--- src/hw/rtl/emsr_pkg.sv ---
`timescale 1ns / 1ps

package emsr_pkg;

   localparam int unsigned EDGES_PER_UNIT_DEF = 100;
   localparam int unsigned COUNT_BITS_DEF     = 16;

   localparam int unsigned DUTY_W     = 8;
   localparam int unsigned OUT_W      = 16;
   localparam int unsigned REQ_W      = 3;
   localparam int unsigned CSR_DATA_W = 32;
   localparam int unsigned CSR_ADDR_W = 3;

   localparam logic [DUTY_W-1:0] DUTY_MIN_RST = 8'd0;
   localparam logic [DUTY_W-1:0] DUTY_MAX_RST = 8'd255;

   typedef enum logic [REQ_W-1:0] {
      REQ_RISE_A = 3'd0,
      REQ_RISE_B = 3'd1,
      REQ_KNOB_R = 3'd2,
      REQ_KNOB_L = 3'd3,
      REQ_CLICK  = 3'd4,
      REQ_TICK   = 3'd5
   } req_code_type;

   typedef enum logic {
      CSR_DUTY_MIN = 1'b0,
      CSR_DUTY_MAX = 1'b1
   } csr_index_type;

   typedef struct packed {
      logic [DUTY_W-1:0] duty_min;
      logic [DUTY_W-1:0] duty_max;
   } cfg_type;

   typedef struct packed {
      logic [REQ_W-1:0] req_type;
      logic             enc_a;
      logic             enc_b;
   } req_item_type;

   typedef struct packed {
      logic [DUTY_W-1:0]       pwm_duty;
      logic signed [OUT_W-1:0] target_count;
      logic signed [OUT_W-1:0] shown_value;
      logic                    shows_error;
      logic                    stall_flag;
   } rsp_item_type;

endpackage

--- src/hw/rtl/emsr_if.sv ---
`timescale 1ns / 1ps

interface emsr_req_if;
   import emsr_pkg::*;

   logic             valid;
   logic             ready;
   logic [REQ_W-1:0] req_type;
   logic             enc_a;
   logic             enc_b;

   modport source (output valid, output req_type, output enc_a, output enc_b, input ready);
   modport sink   (input valid, input req_type, input enc_a, input enc_b, output ready);
endinterface

interface emsr_rsp_if;
   import emsr_pkg::*;

   logic                    valid;
   logic                    ready;
   logic [DUTY_W-1:0]       pwm_duty;
   logic signed [OUT_W-1:0] target_count;
   logic signed [OUT_W-1:0] shown_value;
   logic                    shows_error;
   logic                    stall_flag;

   modport source (output valid, output pwm_duty, output target_count, output shown_value,
                   output shows_error, output stall_flag, input ready);
   modport sink   (input valid, input pwm_duty, input target_count, input shown_value,
                   input shows_error, input stall_flag, output ready);
endinterface

--- src/hw/rtl/emsr_csr.sv ---
`timescale 1ns / 1ps

module emsr_csr (
   input  logic                                 clock,
   input  logic                                 reset,
   input  logic                                 psel,
   input  logic                                 penable,
   input  logic                                 pwrite,
   input  logic [emsr_pkg::CSR_ADDR_W-1:0]      paddr,
   input  logic [emsr_pkg::CSR_DATA_W-1:0]      pwdata,
   output logic [emsr_pkg::CSR_DATA_W-1:0]      prdata,
   output logic                                 pready,
   output emsr_pkg::cfg_type                    cfg
);
   import emsr_pkg::*;

   logic [DUTY_W-1:0] duty_min_ff, duty_min_in;
   logic [DUTY_W-1:0] duty_max_ff, duty_max_in;
   logic              wr_en;
   csr_index_type     sel;

   assign pready = 1'b1;
   assign wr_en  = psel && penable && pwrite;
   assign sel    = csr_index_type'(paddr[2]);

   always_comb begin
      duty_min_in = duty_min_ff;
      duty_max_in = duty_max_ff;
      if (wr_en) begin
         case (sel)
            CSR_DUTY_MIN: duty_min_in = pwdata[DUTY_W-1:0];
            CSR_DUTY_MAX: duty_max_in = pwdata[DUTY_W-1:0];
            default: ;
         endcase
      end
   end

   always_ff @(posedge clock) begin
      if (reset) begin
         duty_min_ff <= DUTY_MIN_RST;
         duty_max_ff <= DUTY_MAX_RST;
      end else begin
         duty_min_ff <= duty_min_in;
         duty_max_ff <= duty_max_in;
      end
   end

   always_comb begin
      case (sel)
         CSR_DUTY_MIN: prdata = CSR_DATA_W'(duty_min_ff);
         CSR_DUTY_MAX: prdata = CSR_DATA_W'(duty_max_ff);
         default:      prdata = '0;
      endcase
   end

   assign cfg.duty_min = duty_min_ff;
   assign cfg.duty_max = duty_max_ff;

endmodule

--- src/hw/rtl/emsr_core.sv ---
`timescale 1ns / 1ps

module emsr_core #(
   parameter int unsigned EDGES_PER_UNIT = emsr_pkg::EDGES_PER_UNIT_DEF,
   parameter int unsigned COUNT_BITS     = emsr_pkg::COUNT_BITS_DEF
) (
   input  logic                   clock,
   input  logic                   reset,
   input  logic                   fire,
   input  emsr_pkg::req_item_type req,
   input  emsr_pkg::cfg_type      cfg,
   output emsr_pkg::rsp_item_type result
);
   import emsr_pkg::*;

   localparam int unsigned CB     = COUNT_BITS;
   localparam int unsigned LOG_D  = $clog2(EDGES_PER_UNIT);
   localparam int unsigned SHIFT  = CB + LOG_D;
   localparam int unsigned PROD_W = 2 * CB + 1;
   // ceil(2^SHIFT / EDGES_PER_UNIT) gives an exact quotient for any CB-bit magnitude
   localparam logic [63:0] RECIP_FULL =
      ((64'd1 << SHIFT) + 64'(EDGES_PER_UNIT) - 64'd1) / 64'(EDGES_PER_UNIT);
   localparam logic [CB:0] RECIP = RECIP_FULL[CB:0];

   localparam logic signed [CB-1:0] CNT_MAX = {1'b0, {(CB-1){1'b1}}};
   localparam logic signed [CB-1:0] CNT_MIN = {1'b1, {(CB-1){1'b0}}};
   localparam logic signed [CB-1:0] CNT_ONE = CB'(1);

   logic signed [CB-1:0]    edge_ff, edge_in;
   logic signed [CB-1:0]    latched_ff, latched_in;
   logic [DUTY_W-1:0]       duty_ff, duty_in;
   logic signed [CB-1:0]    target_ff, target_in;
   logic signed [OUT_W-1:0] disp_ff, disp_in;
   logic                    err_ff, err_in;
   logic                    stall;

   logic                    count_dn;
   logic                    target_pos;
   logic [CB-1:0]           mag;
   logic [PROD_W-1:0]       prod;
   logic [CB-1:0]           quo_mag;
   logic signed [CB-1:0]    quot;

   function automatic logic [OUT_W-1:0] to_out(input logic signed [CB-1:0] v);
      logic signed [CB+OUT_W-1:0] w;
      w = (CB+OUT_W)'(v);
      return w[OUT_W-1:0];
   endfunction

   // edge count (the count a tick latches) over the ratio, truncated toward zero
   always_comb begin
      mag     = edge_ff[CB-1] ? CB'(-edge_ff) : CB'(edge_ff);
      prod    = PROD_W'(mag) * PROD_W'(RECIP);
      quo_mag = CB'(prod >> SHIFT);
      quot    = edge_ff[CB-1] ? -$signed(quo_mag) : $signed(quo_mag);
   end

   assign target_pos = !target_ff[CB-1] && (target_ff != '0);
   assign count_dn   = (req.req_type == REQ_RISE_A) ? (req.enc_a == req.enc_b)
                                                    : (req.enc_a != req.enc_b);

   always_comb begin
      edge_in    = edge_ff;
      latched_in = latched_ff;
      duty_in    = duty_ff;
      target_in  = target_ff;
      disp_in    = disp_ff;
      err_in     = err_ff;
      stall      = 1'b0;
      case (req_code_type'(req.req_type))
         REQ_RISE_A, REQ_RISE_B: begin
            if (count_dn) begin
               if (edge_ff != CNT_MIN) edge_in = edge_ff - CNT_ONE;
            end else begin
               if (edge_ff != CNT_MAX) edge_in = edge_ff + CNT_ONE;
            end
         end
         REQ_KNOB_R: begin
            if (target_ff == '0 && duty_ff < cfg.duty_max) begin
               duty_in = duty_ff + 8'd1;
               disp_in = OUT_W'(duty_ff + 8'd1);
               err_in  = 1'b0;
            end
         end
         REQ_KNOB_L: begin
            if (target_ff == '0 && duty_ff > cfg.duty_min) begin
               duty_in = duty_ff - 8'd1;
               disp_in = OUT_W'(duty_ff - 8'd1);
               err_in  = 1'b0;
            end
         end
         REQ_CLICK: begin
            target_in = (duty_ff == '0) ? '0 : latched_ff;
         end
         REQ_TICK: begin
            latched_in = edge_ff;
            if (duty_ff == '0) begin
               disp_in = to_out(edge_ff);
               err_in  = 1'b0;
            end else begin
               edge_in = '0;
               if (target_pos) begin
                  if (edge_ff == '0) begin
                     // stall: motor stopped while regulating
                     duty_in   = '0;
                     target_in = '0;
                     err_in    = 1'b1;
                     stall     = 1'b1;
                  end else begin
                     if (edge_ff > target_ff) begin
                        if (duty_ff > cfg.duty_min) duty_in = duty_ff - 8'd1;
                     end else if (edge_ff < target_ff) begin
                        if (duty_ff < cfg.duty_max) duty_in = duty_ff + 8'd1;
                     end
                     disp_in = to_out(quot);
                     err_in  = 1'b0;
                  end
               end
            end
         end
         default: ;
      endcase
   end

   always_ff @(posedge clock) begin
      if (reset) begin
         edge_ff    <= '0;
         latched_ff <= '0;
         duty_ff    <= '0;
         target_ff  <= '0;
         disp_ff    <= '0;
         err_ff     <= 1'b0;
      end else if (fire) begin
         edge_ff    <= edge_in;
         latched_ff <= latched_in;
         duty_ff    <= duty_in;
         target_ff  <= target_in;
         disp_ff    <= disp_in;
         err_ff     <= err_in;
      end
   end

   assign result.pwm_duty     = duty_in;
   assign result.target_count = to_out(target_in);
   assign result.shown_value  = disp_in;
   assign result.shows_error  = err_in;
   assign result.stall_flag   = stall;

endmodule

--- src/hw/rtl/encoder_motor_speed_regulator_unit.sv ---
`timescale 1ns / 1ps

// channel   direction  transfer when           payload
// req_ch    in         valid && ready          req_type, enc_a, enc_b
// rsp_ch    out        valid && ready          pwm_duty, target_count, shown_value,
//                                              shows_error, stall_flag
// apb       in         psel, penable, pwrite   duty_min at 0x0, duty_max at 0x4
//
// one item per clock while the output is not stalled; a result passes the input
// register, then state update and result register, before it is presented
// synchronous active-high reset clears valid flags and core state, sets duty_max to 255
// the input register keeps taking items while the result register is full but
// being drained; a stalled result holds both stages

module encoder_motor_speed_regulator_unit #(
   parameter int unsigned EDGES_PER_UNIT = emsr_pkg::EDGES_PER_UNIT_DEF,
   parameter int unsigned COUNT_BITS     = emsr_pkg::COUNT_BITS_DEF
) (
   input  logic                            clock,
   input  logic                            reset,
   emsr_req_if.sink                        req_ch,
   emsr_rsp_if.source                      rsp_ch,
   input  logic                            psel,
   input  logic                            penable,
   input  logic                            pwrite,
   input  logic [emsr_pkg::CSR_ADDR_W-1:0] paddr,
   input  logic [emsr_pkg::CSR_DATA_W-1:0] pwdata,
   output logic [emsr_pkg::CSR_DATA_W-1:0] prdata,
   output logic                            pready
);
   import emsr_pkg::*;

   cfg_type      cfg;
   req_item_type req_ff;
   rsp_item_type rsp_ff;
   rsp_item_type result;
   logic         in_valid_ff, in_valid_in;
   logic         out_valid_ff, out_valid_in;
   logic         advance;
   logic         req_take;

   emsr_csr u_csr (
      .clock   (clock),
      .reset   (reset),
      .psel    (psel),
      .penable (penable),
      .pwrite  (pwrite),
      .paddr   (paddr),
      .pwdata  (pwdata),
      .prdata  (prdata),
      .pready  (pready),
      .cfg     (cfg)
   );

   emsr_core #(
      .EDGES_PER_UNIT (EDGES_PER_UNIT),
      .COUNT_BITS     (COUNT_BITS)
   ) u_core (
      .clock  (clock),
      .reset  (reset),
      .fire   (advance),
      .req    (req_ff),
      .cfg    (cfg),
      .result (result)
   );

   assign advance      = in_valid_ff && (!out_valid_ff || rsp_ch.ready);
   assign req_ch.ready = !in_valid_ff || advance;
   assign req_take     = req_ch.valid && req_ch.ready;

   always_comb begin
      in_valid_in = in_valid_ff;
      if (req_take)     in_valid_in = 1'b1;
      else if (advance) in_valid_in = 1'b0;

      out_valid_in = out_valid_ff;
      if (advance)           out_valid_in = 1'b1;
      else if (rsp_ch.ready) out_valid_in = 1'b0;
   end

   always_ff @(posedge clock) begin
      if (reset) begin
         in_valid_ff  <= 1'b0;
         out_valid_ff <= 1'b0;
      end else begin
         in_valid_ff  <= in_valid_in;
         out_valid_ff <= out_valid_in;
      end
   end

   always_ff @(posedge clock) begin
      if (req_take) begin
         req_ff.req_type <= req_ch.req_type;
         req_ff.enc_a    <= req_ch.enc_a;
         req_ff.enc_b    <= req_ch.enc_b;
      end
      if (advance) rsp_ff <= result;
   end

   assign rsp_ch.valid        = out_valid_ff;
   assign rsp_ch.pwm_duty     = rsp_ff.pwm_duty;
   assign rsp_ch.target_count = rsp_ff.target_count;
   assign rsp_ch.shown_value  = rsp_ff.shown_value;
   assign rsp_ch.shows_error  = rsp_ff.shows_error;
   assign rsp_ch.stall_flag   = rsp_ff.stall_flag;

   // a stall result always reports the motor stopped and the error shown
   a_stall_stops: assert property (@(posedge clock) disable iff (reset)
      out_valid_ff && rsp_ff.stall_flag |->
         rsp_ff.pwm_duty == '0 && rsp_ff.target_count == '0 && rsp_ff.shows_error)
      else $error("stall result without stopped motor");

   // an item moving to the result stage always leaves a valid result behind
   a_advance_fills: assert property (@(posedge clock) disable iff (reset)
      advance |=> out_valid_ff)
      else $error("result register empty after advance");

   // both stages full and output blocked: no new transfer may be taken
   a_full_blocks: assert property (@(posedge clock) disable iff (reset)
      in_valid_ff && out_valid_ff && !rsp_ch.ready |-> !req_ch.ready)
      else $error("request taken while pipeline full");

endmodule

--- src/flat_wrapper.sv ---
// flat-port wrapper written by rule: the top's interface ports become plain ports
module encoder_motor_speed_regulator_unit_flat import emsr_pkg::*;
#(
   parameter int unsigned EDGES_PER_UNIT = emsr_pkg::EDGES_PER_UNIT_DEF,
   parameter int unsigned COUNT_BITS     = emsr_pkg::COUNT_BITS_DEF
)
  (clock, reset, psel, penable, pwrite, paddr, pwdata, prdata, pready, req_ch_valid, req_ch_req_type, req_ch_enc_a, req_ch_enc_b, req_ch_ready, rsp_ch_valid, rsp_ch_pwm_duty, rsp_ch_target_count, rsp_ch_shown_value, rsp_ch_shows_error, rsp_ch_stall_flag, rsp_ch_ready);
  emsr_req_if req_ch_i ();
  emsr_rsp_if rsp_ch_i ();
  input  logic clock;
  input  logic reset;
  input  logic psel;
  input  logic penable;
  input  logic pwrite;
  input  logic [emsr_pkg::CSR_ADDR_W-1:0] paddr;
  input  logic [emsr_pkg::CSR_DATA_W-1:0] pwdata;
  output logic [emsr_pkg::CSR_DATA_W-1:0] prdata;
  output logic pready;
  input wire logic [$bits(req_ch_i.valid)-1:0] req_ch_valid;
  input wire logic [$bits(req_ch_i.req_type)-1:0] req_ch_req_type;
  input wire logic [$bits(req_ch_i.enc_a)-1:0] req_ch_enc_a;
  input wire logic [$bits(req_ch_i.enc_b)-1:0] req_ch_enc_b;
  output wire logic [$bits(req_ch_i.ready)-1:0] req_ch_ready;
  output wire logic [$bits(rsp_ch_i.valid)-1:0] rsp_ch_valid;
  output wire logic [$bits(rsp_ch_i.pwm_duty)-1:0] rsp_ch_pwm_duty;
  output wire logic [$bits(rsp_ch_i.target_count)-1:0] rsp_ch_target_count;
  output wire logic [$bits(rsp_ch_i.shown_value)-1:0] rsp_ch_shown_value;
  output wire logic [$bits(rsp_ch_i.shows_error)-1:0] rsp_ch_shows_error;
  output wire logic [$bits(rsp_ch_i.stall_flag)-1:0] rsp_ch_stall_flag;
  input wire logic [$bits(rsp_ch_i.ready)-1:0] rsp_ch_ready;
  assign req_ch_i.valid = req_ch_valid;
  assign req_ch_i.req_type = req_ch_req_type;
  assign req_ch_i.enc_a = req_ch_enc_a;
  assign req_ch_i.enc_b = req_ch_enc_b;
  assign req_ch_ready = req_ch_i.ready;
  assign rsp_ch_valid = rsp_ch_i.valid;
  assign rsp_ch_pwm_duty = rsp_ch_i.pwm_duty;
  assign rsp_ch_target_count = rsp_ch_i.target_count;
  assign rsp_ch_shown_value = rsp_ch_i.shown_value;
  assign rsp_ch_shows_error = rsp_ch_i.shows_error;
  assign rsp_ch_stall_flag = rsp_ch_i.stall_flag;
  assign rsp_ch_i.ready = rsp_ch_ready;
  encoder_motor_speed_regulator_unit #(.EDGES_PER_UNIT(EDGES_PER_UNIT), .COUNT_BITS(COUNT_BITS)) u_core (.clock(clock), .reset(reset), .req_ch(req_ch_i), .rsp_ch(rsp_ch_i), .psel(psel), .penable(penable), .pwrite(pwrite), .paddr(paddr), .pwdata(pwdata), .prdata(prdata), .pready(pready));
endmodule
--- config.mk ---
export PLATFORM = sky130hd
export DESIGN_NAME = encoder_motor_speed_regulator_unit_flat
export DESIGN_NICKNAME = d
export VERILOG_FILES = /design/src/hw/rtl/emsr_pkg.sv /design/src/hw/rtl/emsr_if.sv /design/src/hw/rtl/emsr_csr.sv /design/src/hw/rtl/emsr_core.sv /design/src/hw/rtl/encoder_motor_speed_regulator_unit.sv /design/src/flat_wrapper.sv
export SDC_FILE = /design/constraint.sdc
export NUM_CORES = 1
export LEC_CHECK = 0
export ABC_AREA = 1
export BUFFER_PORTS_ARGS = -buffer_cell sky130_fd_sc_hd__buf_4
export CAP_MARGIN = 20
export CORE_MARGIN = 2
export CORE_UTILIZATION = 25
export DETAILED_ROUTE_END_ITERATION = 10
export GPL_TIMING_DRIVEN = 1
export MAX_ROUTING_LAYER = met4
export SETUP_SLACK_MARGIN = 0.02
export SLEW_MARGIN = 30
export SYNTH_ARGS = -nofsm -noshare
export SYNTH_HDL_FRONTEND = slang
export SYNTH_SLANG_ARGS = --single-unit
--- constraint.sdc ---
create_clock -name clock -period 8.07 [get_ports clock]
set_input_delay 0.807 -clock clock [delete_from_list [all_inputs] [get_ports clock]]
set_output_delay 0.807 -clock clock [all_outputs]
set_load 0.02 [all_outputs]
==> impl_metrics.csv <==
group,metric,value,unit
outcome,status,"completed",
route,routed_via_density,4.486,
sta,finClkSkew,0.01702,ns
clock_tree,cts_num_sinks,138,
global_routing,grt_max_degree,75,
global_routing,grt_usage,0.1320,
die,fp.dieH,249.1,um
hold_path,hp-class,"reg -> reg",
critical_path,start_kind,"flip-flop",
critical_path,cpPeakStageDelay,0.56,ns
route,antenna_left,0,
critical_path,worst_path_max_delay_cell,"fa_2",
sta,slew_headroom,0.4044,
place,placed_cell_area,0.01644,mm2
clock_tree,clockBufferDepth,2,
yosys,netlist_area,0.01502,mm2
flow_run,max_cap_violations,0,
die,die_w,249.1,um
sta,fmax,132.9,MHz
route,detail_route.wl_per_cell,13.89,um
route,routed_wl,39590,um
sta,finalHoldViolations,0,
final_layout,final_cells,2851,
clock_tree,path_clk_slew,0.06,ns
clock_tree,clk_latency,0.45,ns
sta,fin_crit,7.522,ns
yosys,synth_ff_type,"dfxtp_1",
sta,final.setup.tns,0,ns
global_routing,antenna_found_initial,0,
critical_path,crit_buf_inv,8,
sta,setup_viol,0,
route,drtIter0Drc,793,
final_layout,nets,2393,
global_routing,grt.overflow.total,0,
clock_tree,htreeDepth,4,
place,dp.cells,2816,
route,drc_errors,0,
final_layout,finalInstanceArea,0.01722,mm2
sta,finalMaxSlewViolations,0,
yosys,yosysSeqAreaShare,0.2152,
yosys,synthArstFlopShare,0,
critical_path,worst_setup_path_end_kind,"flip-flop",
clock_tree,cts_root_buffer,"clkbuf_16",
final_layout,drive_gt1_frac,0.1333,
place,dp_hpwl,31760,um
pwr,peakVddDrop,151.3,uV
critical_path,path_common_cell,"inv_1",
place,place.gp.congestion,0.9034,
die,core_area,0.05924,mm2
route,via_count,12790,
die,start_util,0.2535,
route,dr.pass1.iters,5,
sta,hold_ws,0.4885,ns
final_layout,n_antenna_cell,0,
critical_path,cp.required,8.26,ns
pwr,power_per_cell_area,153.9,mW/mm2
critical_path,critPathTopFamily,"adder cells",
critical_path,path_class,"reg -> reg",
yosys,ys_seq_elements,138,
place,portBuffers,72,
global_routing,grt_pass1_vias,12142,
critical_path,critPathArrivalTime,7.71,ns
yosys,synth_warnings,0,
yosys,avgSynthCellArea,7.544,um2
yosys,synth-edff-count,47,
final_layout,utilization,0.2907,
die,num_io_pins,124,
pwr,total_leakage_power,8.806,nW
yosys,syn_inst,1991,
critical_path,cp_max_fo,6,
yosys,netlist-cell-type-count,63,
clock_tree,cts-buffers-inserted,17,
sta,min_period_over_period,0.9321,
final_layout,area_growth,14.67,%
die,dieArea,0.06206,mm2
die,rows,89,
global_routing,grt_pass1_wl,64510,um
clock_tree,tritoncts,"done",
sta,tightest_slew,0.8935,ns
[state kept, by name, summed over array words and instances (netlist names), 16 cells and up]
name / cells
u_core.rsp_ch.shown_value: 16
u_core.rsp_ch.target_count: 16
u_core.u_core.disp_ff: 16
u_core.u_core.edge_ff: 16
u_core.u_core.latched_ff: 16
u_core.u_core.target_ff: 16
[worst reg2reg max path: cells and delay by family (launching register included)]
family	cells	cell delay, ns
AND/OR/NAND/NOR	11	1.33
flip-flops	1	0.38
XOR/XNOR	2	0.38
AO/OA/AOI/OAI	8	1.01
adder cells (fa/ha/maj)	8	3.55
buffers and inverters	8	0.60
[path summary, 6_finish.rpt]
| check | startpoint | to | slack [ns] | cells after the start |
|---|---|---|---|---|
| worst max register to register | u_core.u_core.edge_ff[1]$_SDFFE_PP0P_ | u_core.rsp_ch.shown_value[2]$_DFFE_PP_ | 0.55 | 37 |
| worst min register to register | u_core.u_csr.duty_min_ff[5]$_SDFFE_PP0P_ | u_core.u_csr.duty_min_ff[5]$_SDFFE_PP0P_ | 0.49 | 2 |
| worst max-delay path | u_core.u_core.edge_ff[1]$_SDFFE_PP0P_ | u_core.rsp_ch.shown_value[2]$_DFFE_PP_ | 0.55 | 37 |
| worst min-delay path | u_core.u_csr.duty_min_ff[5]$_SDFFE_PP0P_ | u_core.u_csr.duty_min_ff[5]$_SDFFE_PP0P_ | 0.49 | 2 |
[timing repair]
| action | CTS | global route |
|---|---|---|
| hold buffers | 0 | 0 |
| buffers inserted | 0 | 3 |
| resized for setup | 0 | 33 |
| endpoints found under the setup margin | 0 | 32 |
| endpoints found under the hold margin | 0 | 0 |
[layer usage]
metal	up-vias	routed length, um	global-route usage
met2	275	17810	0.2042
met4	0	787	0.03425
met5	-	0	-
met1	5928	19140	0.1790
li1	6542	-	-
met3	45	1851	0.02121
[cells by family (layout without fill, tap and decap cells)]
family | count (synthesis) | count (layout) | synth area share
AO/OA/AOI/OAI | 380 | 380 | 0.1421
XOR/XNOR | 32 | 32 | 0.01916
adder cells (fa/ha/maj) | 281 | 281 | 0.2830
buffers and inverters | 487 | 551 | 0.1307
flip-flops | 138 | 138 | 0.2152
other | 2 | 25 | 0.0005000
AND/OR/NAND/NOR | 671 | 671 | 0.2092
[cells in the mapped netlist, drive strengths merged (2+ instances only)]
master,instances,area share
a211oi,5,0.0025
a21oi,165,0.056
and2,3,0.0012
buf,40,0.019
clkbuf,34,0.0085
clkinv,7,0.0018
conb,2,0.00050
dfxtp,91,0.12
edfxtp,47,0.094
fa,98,0.13
ha,183,0.15
inv,406,0.10
nand2,383,0.10
nand3,92,0.032
nand3b,9,0.0045
nand4,22,0.010
nor2,100,0.031
nor3,33,0.014
nor3b,2,0.0013
nor4,8,0.0052
o2111ai,8,0.0058
o211ai,16,0.0083
o21a,4,0.0020
o21ai,159,0.056
o21bai,8,0.0040
o22ai,3,0.0012
o31ai,3,0.0015
or2,18,0.0075
xnor2,5,0.0034
xor2,27,0.016
[cell usage in the layout, fill, tap and decap left out, drive strengths merged, types with 4 or more instances in the layout]
cell type / count
inv: 410
buf: 106
nand2: 383
o21a: 4
nor4: 8
edfxtp: 47
ha: 183
clkbuf: 19
dfxtp: 91
conb: 25
nand4: 22
a211oi: 5
or2: 18
xnor2: 5
o21bai: 8
a21oi: 165
nor2: 100
nand3b: 9
nor3: 33
o211ai: 16
fa: 98
clkinv: 13
nand3: 92
o2111ai: 8
o21ai: 159
xor2: 27
[where the power goes]
group          internal, mW  total, mW  switching, mW
Combinational         0.373       1.05          0.679
Clock                 0.475      0.801          0.326
Sequential            0.763      0.798         0.0353
[stage by stage]
stage / setup WS (ns) / power (mW)
global placement: 0.2340 / 1.823
global route: -0.02779 / 2.844
detailed placement: 0.1866 / 1.825
finish: 0.5482 / 2.650
CTS: 0.1191 / 2.640
floorplan: 0.7012 / 1.575
[cell type report]
| class | count | area [um2] |
|---|---|---|
| clock inverter | 13 | 138.9 |
| multi-input combinational | 1389 | 10080 |
| clock buffer | 19 | 454.2 |
| tap | 773 | 967.2 |
| timing repair buffer | 106 | 795.8 |
| fill | 6433 | 42020 |
| inverter | 413 | 1551 |
| sequential | 138 | 3234 |
No activity file was read; power rests on OpenSTA's default activity.
